File: src/rtl/i64alu_pkg.sv
// shared types, codes and constants of the integer alu with power
`default_nettype none
package i64alu_pkg;

	localparam int DATA_WIDTH = 64;
	// multiplier bits retired per cycle by the shared multiplier
	localparam int MUL_DIGIT = 8;

	typedef enum logic [2:0] {
		OP_ADD = 3'd0,
		OP_SUB = 3'd1,
		OP_MUL = 3'd2,
		OP_DIV = 3'd3,
		OP_POW = 3'd4
	} op_t;

	typedef enum logic [1:0] {
		ST_OK        = 2'd0,
		ST_UNHANDLED = 2'd1,
		ST_DIVZERO   = 2'd2
	} st_t;

	// work class of a captured item
	typedef enum logic [1:0] {
		CL_QUICK = 2'd0,
		CL_MUL   = 2'd1,
		CL_DIV   = 2'd2,
		CL_POW   = 2'd3
	} cls_t;

	// multiplier operand pairs
	typedef enum logic [1:0] {
		MS_AB = 2'd0,
		MS_RB = 2'd1,
		MS_BB = 2'd2
	} ms_t;

	typedef struct packed {
		logic load;
		logic res_quick;
		logic mul_start;
		ms_t  mul_src;
		logic div_start;
		logic pow_init;
		logic r_wr;
		logic base_wr;
		logic e_shift;
		logic res_mul;
		logic res_div;
		logic res_pow;
		logic out_load;
	} dp_ctl_t;

	typedef struct packed {
		cls_t cls;
		logic mul_done;
		logic div_done;
		logic e_zero;
		logic e_lsb;
		logic e_one;
	} dp_sts_t;

endpackage
`default_nettype wire

File: src/rtl/int64_alu_with_power_top.sv
// top level of the signed integer alu with add, subtract, multiply, divide and power
`default_nettype none
// Signed two's complement alu at DATA_WIDTH bits (64 by default). Each input
// transfer carries an opcode (0 add, 1 subtract, 2 multiply, 3 divide,
// 4 power), two operands and one integer flag per operand; each gives exactly
// one output transfer of a status (0 ok, 1 not handled, 2 divide by zero) and
// a value that is sign-extended to 64 bits and is zero unless status is ok.
// Operand bits above DATA_WIDTH are ignored. One item is in work at a time:
// in_stall is high from the transfer until the result has moved to the output
// register, and a new item may be taken while that register still waits on
// out_stall. Add, subtract, non-integer operands, unused opcodes and zero
// divisors are settled in the decode state; multiply time grows with the
// number of significant bytes of operand_b (at least 1, at most
// ceil(DATA_WIDTH/8)), as the shared multiplier retires 8 multiplier bits
// per cycle; divide runs on the restoring divider that yields one quotient
// bit per cycle; power runs square-and-multiply on the shared multiplier,
// with a multiply for each set exponent bit and a square for each bit but
// the last. A zero or negative exponent gives 1. Input transfers resume in
// the cycle right after each output register load.
module int64_alu_with_power_top import i64alu_pkg::*; #(
	parameter int DATA_W = DATA_WIDTH
) (
	input  wire logic        clk,
	input  wire logic        arst_n,
	// input channel
	input  wire logic        in_valid,
	output logic             in_stall,
	input  wire logic [2:0]  cmd,
	input  wire logic        a_is_integer,
	input  wire logic        b_is_integer,
	input  wire logic [63:0] operand_a,
	input  wire logic [63:0] operand_b,
	// output channel
	output logic             out_valid,
	input  wire logic        out_stall,
	output logic [1:0]       status,
	output logic [63:0]      result_value
);

	dp_ctl_t dp_ctl;
	dp_sts_t dp_sts;

	// sequencing of each item and both handshakes
	i64alu_ctrl u_ctrl (
		.clk       (clk),
		.arst_n    (arst_n),
		.in_valid  (in_valid),
		.in_stall  (in_stall),
		.out_valid (out_valid),
		.out_stall (out_stall),
		.dp_sts    (dp_sts),
		.dp_ctl    (dp_ctl)
	);

	// operand capture, arithmetic units and the output register
	i64alu_dp #(.W(DATA_W)) u_dp (
		.clk          (clk),
		.arst_n       (arst_n),
		.cmd          (cmd),
		.a_is_integer (a_is_integer),
		.b_is_integer (b_is_integer),
		.operand_a    (operand_a),
		.operand_b    (operand_b),
		.dp_ctl       (dp_ctl),
		.dp_sts       (dp_sts),
		.status       (status),
		.result_value (result_value)
	);

endmodule
`default_nettype wire

File: src/rtl/i64alu_mul.sv
// iterative wrapping multiplier, one digit of the multiplier per cycle
`default_nettype none
module i64alu_mul import i64alu_pkg::*; #(
	parameter int W = DATA_WIDTH
) (
	input  wire logic         clk,
	input  wire logic         arst_n,
	input  wire logic         start,
	input  wire logic [W-1:0] mcand,
	input  wire logic [W-1:0] mplier,
	output logic      [W-1:0] product,
	output logic              done
);

	logic [W-1:0]           mcand_q;
	logic [W-1:0]           mplier_q;
	logic [W-1:0]           acc_q;
	logic                   busy_q;
	logic                   done_q;
	logic [W+MUL_DIGIT-1:0] pp;
	logic [W-1:0]           mplier_nx;

	assign pp        = mcand_q * mplier_q[MUL_DIGIT-1:0];
	assign mplier_nx = mplier_q >> MUL_DIGIT;

	always_ff @(posedge clk or negedge arst_n) begin
		if (!arst_n) begin
			busy_q <= 1'b0;
			done_q <= 1'b0;
		end else begin
			done_q <= 1'b0;
			if (start) begin
				busy_q <= 1'b1;
			end else if (busy_q && mplier_nx == '0) begin
				busy_q <= 1'b0;
				done_q <= 1'b1;
			end
		end
	end

	always_ff @(posedge clk) begin
		if (start) begin
			mcand_q  <= mcand;
			mplier_q <= mplier;
			acc_q    <= '0;
		end else if (busy_q) begin
			acc_q    <= acc_q + pp[W-1:0];
			mcand_q  <= mcand_q << MUL_DIGIT;
			mplier_q <= mplier_nx;
		end
	end

	assign product = acc_q;
	assign done    = done_q;

endmodule
`default_nettype wire

File: src/rtl/i64alu_div.sv
// restoring unsigned divider, one quotient bit per cycle
`default_nettype none
module i64alu_div import i64alu_pkg::*; #(
	parameter int W = DATA_WIDTH
) (
	input  wire logic         clk,
	input  wire logic         arst_n,
	input  wire logic         start,
	input  wire logic [W-1:0] dividend,
	input  wire logic [W-1:0] divisor,
	output logic      [W-1:0] quotient,
	output logic              done
);

	localparam int CW = $clog2(W + 1);

	logic [W-1:0]  rem_q;
	logic [W-1:0]  quo_q;
	logic [W-1:0]  dsr_q;
	logic [CW-1:0] cnt_q;
	logic          done_q;
	logic [W:0]    shifted;
	logic [W:0]    trial;

	assign shifted = {rem_q, quo_q[W-1]};
	assign trial   = shifted - {1'b0, dsr_q};

	always_ff @(posedge clk or negedge arst_n) begin
		if (!arst_n) begin
			cnt_q  <= '0;
			done_q <= 1'b0;
		end else begin
			done_q <= 1'b0;
			if (start) begin
				cnt_q <= CW'(W);
			end else if (cnt_q != '0) begin
				cnt_q  <= cnt_q - 1'b1;
				done_q <= (cnt_q == CW'(1));
			end
		end
	end

	always_ff @(posedge clk) begin
		if (start) begin
			rem_q <= '0;
			quo_q <= dividend;
			dsr_q <= divisor;
		end else if (cnt_q != '0) begin
			rem_q <= trial[W] ? shifted[W-1:0] : trial[W-1:0];
			quo_q <= {quo_q[W-2:0], ~trial[W]};
		end
	end

	assign quotient = quo_q;
	assign done     = done_q;

endmodule
`default_nettype wire

File: src/rtl/i64alu_dp.sv
// datapath: item registers, quick ops, power registers, result and output registers
`default_nettype none
module i64alu_dp import i64alu_pkg::*; #(
	parameter int W = DATA_WIDTH
) (
	input  wire logic        clk,
	input  wire logic        arst_n,
	input  wire logic [2:0]  cmd,
	input  wire logic        a_is_integer,
	input  wire logic        b_is_integer,
	input  wire logic [63:0] operand_a,
	input  wire logic [63:0] operand_b,
	input  wire dp_ctl_t     dp_ctl,
	output dp_sts_t          dp_sts,
	output logic [1:0]       status,
	output logic [63:0]      result_value
);

	logic [2:0]   op_q;
	logic         ai_q;
	logic         bi_q;
	logic [W-1:0] a_q;
	logic [W-1:0] b_q;
	logic [W-1:0] r_q;
	logic [W-1:0] base_q;
	logic [W-1:0] e_q;
	logic         neg_q;
	logic [W-1:0] res_val_q;
	st_t          res_st_q;
	logic [1:0]   out_st_q;
	logic [63:0]  out_val_q;

	logic [W-1:0] a_mag;
	logic [W-1:0] b_mag;
	logic [W-1:0] sum;
	logic [W-1:0] mul_a;
	logic [W-1:0] mul_b;
	logic [W-1:0] mul_p;
	logic         mul_done;
	logic [W-1:0] quo;
	logic         div_done;
	logic         b_zero;
	cls_t         cls;
	logic [W-1:0] quick_val;
	st_t          quick_st;

	assign a_mag  = a_q[W-1] ? W'(-a_q) : a_q;
	assign b_mag  = b_q[W-1] ? W'(-b_q) : b_q;
	assign b_zero = (b_q == '0);
	assign sum    = (op_q == OP_SUB) ? W'(a_q - b_q) : W'(a_q + b_q);

	// classify the captured item
	always_comb begin
		quick_val = '0;
		quick_st  = ST_UNHANDLED;
		cls       = CL_QUICK;
		if (ai_q && bi_q) begin
			unique case (op_q) inside
				OP_ADD, OP_SUB: begin
					quick_val = sum;
					quick_st  = ST_OK;
				end
				OP_MUL: cls = CL_MUL;
				OP_DIV: begin
					if (b_zero) begin
						quick_st = ST_DIVZERO;
					end else begin
						cls = CL_DIV;
					end
				end
				OP_POW: cls = CL_POW;
				default: quick_st = ST_UNHANDLED;
			endcase
		end
	end

	always_comb begin
		case (dp_ctl.mul_src)
			MS_RB: begin
				mul_a = r_q;
				mul_b = base_q;
			end
			MS_BB: begin
				mul_a = base_q;
				mul_b = base_q;
			end
			default: begin
				mul_a = a_q;
				mul_b = b_q;
			end
		endcase
	end

	i64alu_mul #(.W(W)) u_mul (
		.clk     (clk),
		.arst_n  (arst_n),
		.start   (dp_ctl.mul_start),
		.mcand   (mul_a),
		.mplier  (mul_b),
		.product (mul_p),
		.done    (mul_done)
	);

	i64alu_div #(.W(W)) u_div (
		.clk      (clk),
		.arst_n   (arst_n),
		.start    (dp_ctl.div_start),
		.dividend (a_mag),
		.divisor  (b_mag),
		.quotient (quo),
		.done     (div_done)
	);

	always_ff @(posedge clk) begin
		if (dp_ctl.load) begin
			op_q <= cmd;
			ai_q <= a_is_integer;
			bi_q <= b_is_integer;
			a_q  <= operand_a[W-1:0];
			b_q  <= operand_b[W-1:0];
		end
		if (dp_ctl.div_start) begin
			neg_q <= a_q[W-1] ^ b_q[W-1];
		end
		// power: negative exponent behaves as zero
		if (dp_ctl.pow_init) begin
			r_q    <= W'(1);
			base_q <= a_q;
			e_q    <= b_q[W-1] ? '0 : b_q;
		end else begin
			if (dp_ctl.r_wr) begin
				r_q <= mul_p;
			end
			if (dp_ctl.base_wr) begin
				base_q <= mul_p;
			end
			if (dp_ctl.e_shift) begin
				e_q <= e_q >> 1;
			end
		end
		if (dp_ctl.res_quick) begin
			res_val_q <= quick_val;
			res_st_q  <= quick_st;
		end else if (dp_ctl.res_mul) begin
			res_val_q <= mul_p;
			res_st_q  <= ST_OK;
		end else if (dp_ctl.res_div) begin
			res_val_q <= neg_q ? W'(-quo) : quo;
			res_st_q  <= ST_OK;
		end else if (dp_ctl.res_pow) begin
			res_val_q <= r_q;
			res_st_q  <= ST_OK;
		end
		if (dp_ctl.out_load) begin
			out_st_q  <= res_st_q;
			out_val_q <= 64'(signed'(res_val_q));
		end
	end

	assign dp_sts.cls      = cls;
	assign dp_sts.mul_done = mul_done;
	assign dp_sts.div_done = div_done;
	assign dp_sts.e_zero   = (e_q == '0);
	assign dp_sts.e_lsb    = e_q[0];
	assign dp_sts.e_one    = (e_q == W'(1));

	assign status       = out_st_q;
	assign result_value = out_val_q;

endmodule
`default_nettype wire

File: src/rtl/i64alu_ctrl.sv
// controller state machine and handshake of the integer alu with power
`default_nettype none
module i64alu_ctrl import i64alu_pkg::*; (
	input  wire logic    clk,
	input  wire logic    arst_n,
	input  wire logic    in_valid,
	output logic         in_stall,
	output logic         out_valid,
	input  wire logic    out_stall,
	input  wire dp_sts_t dp_sts,
	output dp_ctl_t      dp_ctl
);

	typedef enum logic [8:0] {
		S_IDLE = 9'b000000001,
		S_DEC  = 9'b000000010,
		S_MUL  = 9'b000000100,
		S_DIV  = 9'b000001000,
		S_PCHK = 9'b000010000,
		S_PMR  = 9'b000100000,
		S_PSQ  = 9'b001000000,
		S_PSW  = 9'b010000000,
		S_FIN  = 9'b100000000
	} state_t;

	state_t state_q;
	state_t state_nx;
	logic   out_valid_q;
	logic   out_free;

	assign out_free = !out_valid_q || !out_stall;

	always_comb begin
		state_nx = state_q;
		dp_ctl   = '0;
		dp_ctl.mul_src = MS_AB;
		unique case (state_q)
			S_IDLE: begin
				if (in_valid) begin
					dp_ctl.load = 1'b1;
					state_nx    = S_DEC;
				end
			end
			S_DEC: begin
				unique case (dp_sts.cls)
					CL_MUL: begin
						dp_ctl.mul_start = 1'b1;
						state_nx         = S_MUL;
					end
					CL_DIV: begin
						dp_ctl.div_start = 1'b1;
						state_nx         = S_DIV;
					end
					CL_POW: begin
						dp_ctl.pow_init = 1'b1;
						state_nx        = S_PCHK;
					end
					default: begin
						dp_ctl.res_quick = 1'b1;
						state_nx         = S_FIN;
					end
				endcase
			end
			S_MUL: begin
				if (dp_sts.mul_done) begin
					dp_ctl.res_mul = 1'b1;
					state_nx       = S_FIN;
				end
			end
			S_DIV: begin
				if (dp_sts.div_done) begin
					dp_ctl.res_div = 1'b1;
					state_nx       = S_FIN;
				end
			end
			S_PCHK: begin
				if (dp_sts.e_zero) begin
					dp_ctl.res_pow = 1'b1;
					state_nx       = S_FIN;
				end else if (dp_sts.e_lsb) begin
					dp_ctl.mul_start = 1'b1;
					dp_ctl.mul_src   = MS_RB;
					state_nx         = S_PMR;
				end else begin
					state_nx = S_PSQ;
				end
			end
			S_PMR: begin
				if (dp_sts.mul_done) begin
					dp_ctl.r_wr = 1'b1;
					state_nx    = S_PSQ;
				end
			end
			S_PSQ: begin
				// last exponent bit needs no further squaring
				if (dp_sts.e_one) begin
					dp_ctl.e_shift = 1'b1;
					state_nx       = S_PCHK;
				end else begin
					dp_ctl.mul_start = 1'b1;
					dp_ctl.mul_src   = MS_BB;
					state_nx         = S_PSW;
				end
			end
			S_PSW: begin
				if (dp_sts.mul_done) begin
					dp_ctl.base_wr = 1'b1;
					dp_ctl.e_shift = 1'b1;
					state_nx       = S_PCHK;
				end
			end
			S_FIN: begin
				if (out_free) begin
					dp_ctl.out_load = 1'b1;
					state_nx        = S_IDLE;
				end
			end
			default: state_nx = S_IDLE;
		endcase
	end

	always_ff @(posedge clk or negedge arst_n) begin
		if (!arst_n) begin
			state_q     <= S_IDLE;
			out_valid_q <= 1'b0;
		end else begin
			state_q <= state_nx;
			if (dp_ctl.out_load) begin
				out_valid_q <= 1'b1;
			end else if (!out_stall) begin
				out_valid_q <= 1'b0;
			end
		end
	end

	assign in_stall  = (state_q != S_IDLE);
	assign out_valid = out_valid_q;

endmodule
`default_nettype wire

File: config.mk
export PLATFORM = sky130hd
export DESIGN_NAME = int64_alu_with_power_top
export DESIGN_NICKNAME = d
export VERILOG_FILES = /design/src/rtl/i64alu_pkg.sv /design/src/rtl/int64_alu_with_power_top.sv /design/src/rtl/i64alu_mul.sv /design/src/rtl/i64alu_div.sv /design/src/rtl/i64alu_dp.sv /design/src/rtl/i64alu_ctrl.sv
export SDC_FILE = /design/constraint.sdc
export NUM_CORES = 2
export LEC_CHECK = 0
export BUFFER_PORTS_ARGS = -buffer_cell sky130_fd_sc_hd__buf_4
export CAP_MARGIN = 10
export CORE_AREA = 3 3 409 411
export CTS_BUF_LIST = sky130_fd_sc_hd__clkbuf_4 sky130_fd_sc_hd__clkbuf_8
export DETAILED_ROUTE_END_ITERATION = 8
export DIE_AREA = 0 0 412 414
export PLACE_DENSITY_LB_ADDON = 0.05
export REMOVE_ABC_BUFFERS = 1
export SLEW_MARGIN = 20
export SYNTH_ARGS = -nofsm -noshare
export SYNTH_HDL_FRONTEND = slang
export SYNTH_SLANG_ARGS = --single-unit
File: constraint.sdc
create_clock -name clk -period 19.3 [get_ports clk]
set_clock_uncertainty 0.1 [all_clocks]
set_input_delay 0.965 -clock clk [delete_from_list [all_inputs] [get_ports clk]]
set_output_delay 0.965 -clock clk [all_outputs]
set_load 0.01 [all_outputs]
==> reports/metrics.yaml <==
status: "finished, final reports clean"
cp_max_fo: 8
hold_viol: 0
area_growth_pct: 10.6
start_kind: "register"
dieWidth_um: 412
grt-ovfl-total: 0
antenna_found_initial: 6
r2r-start: "u_dp.b_q[1]"
place_congestion: 0.894
nFillCells: 16400
rrSetupSlack_ps: 12570
path_class: "register to register"
vias: 51000
wire_per_inst_um: 24.9
drc: 0
final_common_cell: "nand2_1"
endpoint: "u_dp.res_val_q[62]"
nets: 7611
clk_pin_slew_ps: 60
cts.sinks: 861
yosys_warnings: 0
io_pins: 205
die_area_um2: 171000
reg2regPathDepth: 21
slew_headroom: 0.159
antenna_left: 0
stdcell_count: 9183
drtIter0Drc: 4936
end_kind: "register"
yosysSeqAreaShare: 0.374
fmax_ghz: 0.149
clock_path_buffers: 3
drive_above_1_share: 0.0887
synth.distinct_cells: 83
track_usage: 0.266
cpMaxStageDelayCell: "nor4_2"
htreeDepth: 4
cap_violations: 0
r2r-end: "u_dp.res_val_q[62]"
core_um2: 164000
tritoncts: "yes"
hpwl_um: 172000
first_pass_iters: 6
drt_wl_total_um: 229000
synth-seq-cells: 861
initial_core_util: 0.387
critPathLaunch: "u_dp.b_q[1]"
finalSetupViolCount: 0
path_cells: "inv_1 > ha_1 > nor3b_1 > nand4b_1 > nor4_2 > nand2b_2 > or2_2 > o41ai_1 > xor2_1 > ha_1 > and3_1 > nand2_1 > or2_2 > a2111oi_0 > nor3_1 > o22ai_1 > o31ai_1 > o21ai_0 > a21oi_1 > xor2_1 > o22ai_1"
final_cell_mix: "938 x nand2_1, 649 x edfxtp_1, 593 x inv_1"
finalWorstPathRequiredPeriod_ps: 6730
grt_max_degree: 95
post-route-period-util: 0.348
grt_pass1_vias: 50300
synth_ff_type: "edfxtp_1"
async_flop_share: 0.0232
synth_cells: 6833
cts-root-buf: "clkbuf_8"
cp_num_cells: 21
cp_data_arrival_time_ps: 7250
die_h_um: 414
crit_family: "simple AND/OR/NAND/NOR gates"
cp.required_ps: 19820
place_area_um2: 67000
grt_setup_unrepaired: "false"
cts_made_buffers: 162
fin_area_um2: 70400
clock_latency_ps: 920
dp.cells: 8879
syn_area_um2: 63700
hp-class: "primary input to register"
fin_setup_tns_ps: 0
synth_edf_count: 649
grt_pass1_wl_um: 340000
num_rows: 149
vias_per_cell: 5.55
cp.buffers_inverters: 1
slowest_delay_ps: 550
holdPathStages: 1
maxSlewViolCount: 0
tightest_slew_ps: 1250
io_buffers: 204
synth_area_per_cell_um2: 9.32
-- layout make-up --
class                      count  area (um2)  share of cell area
multi-input combinational   4965       36100               0.513
sequential                   861       23800               0.339
clock buffer                 240        2920              0.0415
tap                         2189        2740              0.0389
inverter                     596        2240              0.0319
timing repair buffer         269        2020              0.0287
clock inverter                57         489             0.00695
antenna                        6        15.0            0.000213
-- how the worst min path moves through the flow --
stage                                  start               endpoint  slack (ps)
after detailed placement  u_dp.res_val_q[11]  u_dp.result_value[11]         300
after global routing           operand_a[56]           u_dp.a_q[56]          50
after global placement    u_dp.res_val_q[17]  u_dp.result_value[17]         310
final                           operand_a[3]            u_dp.a_q[3]         120
after CTS                       operand_a[0]            u_dp.a_q[0]           6
after floorplan            u_dp.res_val_q[0]   u_dp.result_value[0]         300
-- what timing repair did --
item                       CTS  global route
setup endpoints to repair    0             0
hold buffers                 1             0
buffers inserted             0             0
resized for setup            0             0
hold endpoints to repair    19             0
-- cell families (layout without fill, tap and decap cells) --
kind of cell	Yosys count	after routing	synth area share
fa+ha+maj	619	619	0.170
xor+xnor	432	432	0.0594
mux	131	131	0.0206
buf+inv	1007	1162	0.0609
other cells	0	6	0
compound gates	1651	1651	0.157
flops	861	861	0.374
simple gates	2132	2132	0.158
-- state kept, by name, indices dropped and copies added (netlist names), 63 cells and up --
signal,flops
u_dp.base_q,64
u_dp.r_q,64
u_dp.u_mul.mplier_q,64
u_dp.e_q,63
u_dp.result_value,64
u_dp.u_div.rem_q,64
u_dp.b_q,64
u_dp.u_div.quotient,64
u_dp.u_div.dsr_q,64
u_dp.a_q,64
u_dp.res_val_q,64
u_dp.u_mul.product,64
u_dp.u_mul.mcand_q,64
-- stage by stage --
stage	hold WS, ps	utilization	setup WS [ps]
2_1_floorplan	300	-	5280
3_3_place_gp	306	0.407	12490
3_5_place_dp	305	0.407	12530
4_1_cts	6.07	0.428	12470
5_1_grt	54.4	0.428	12020
6_report	121	0.428	12570
-- layer usage --
metal / track usage / wire [um] / part of all wire / vias to the layer above
li1: - / - / - / 23600
met1: 0.410 / 110000 / 0.48 / 25300
met2: 0.387 / 96900 / 0.42 / 1814
met3: 0.0432 / 16400 / 0.071 / 259
met4: 0.0640 / 5480 / 0.024 / 2
met5: 0 / 13 / 0.000057 / -
-- Yosys cell counts, types with 197 or more instances --
library cell | instances | share of area
nand2_1 | 943 | 0.056
edfxtp_1 | 649 | 0.31
inv_1 | 595 | 0.035
o21ai_0 | 553 | 0.043
a21oi_1 | 473 | 0.037
fa_1 | 412 | 0.13
nor2_1 | 377 | 0.022
clkbuf_1 | 357 | 0.021
and2_1 | 351 | 0.034
xor2_1 | 235 | 0.032
ha_1 | 207 | 0.041
xnor2_1 | 197 | 0.027
Power is left out: the tool's default activity adds up to more than one toggle a clock period on the data nets, which glitch-free logic cannot reach.
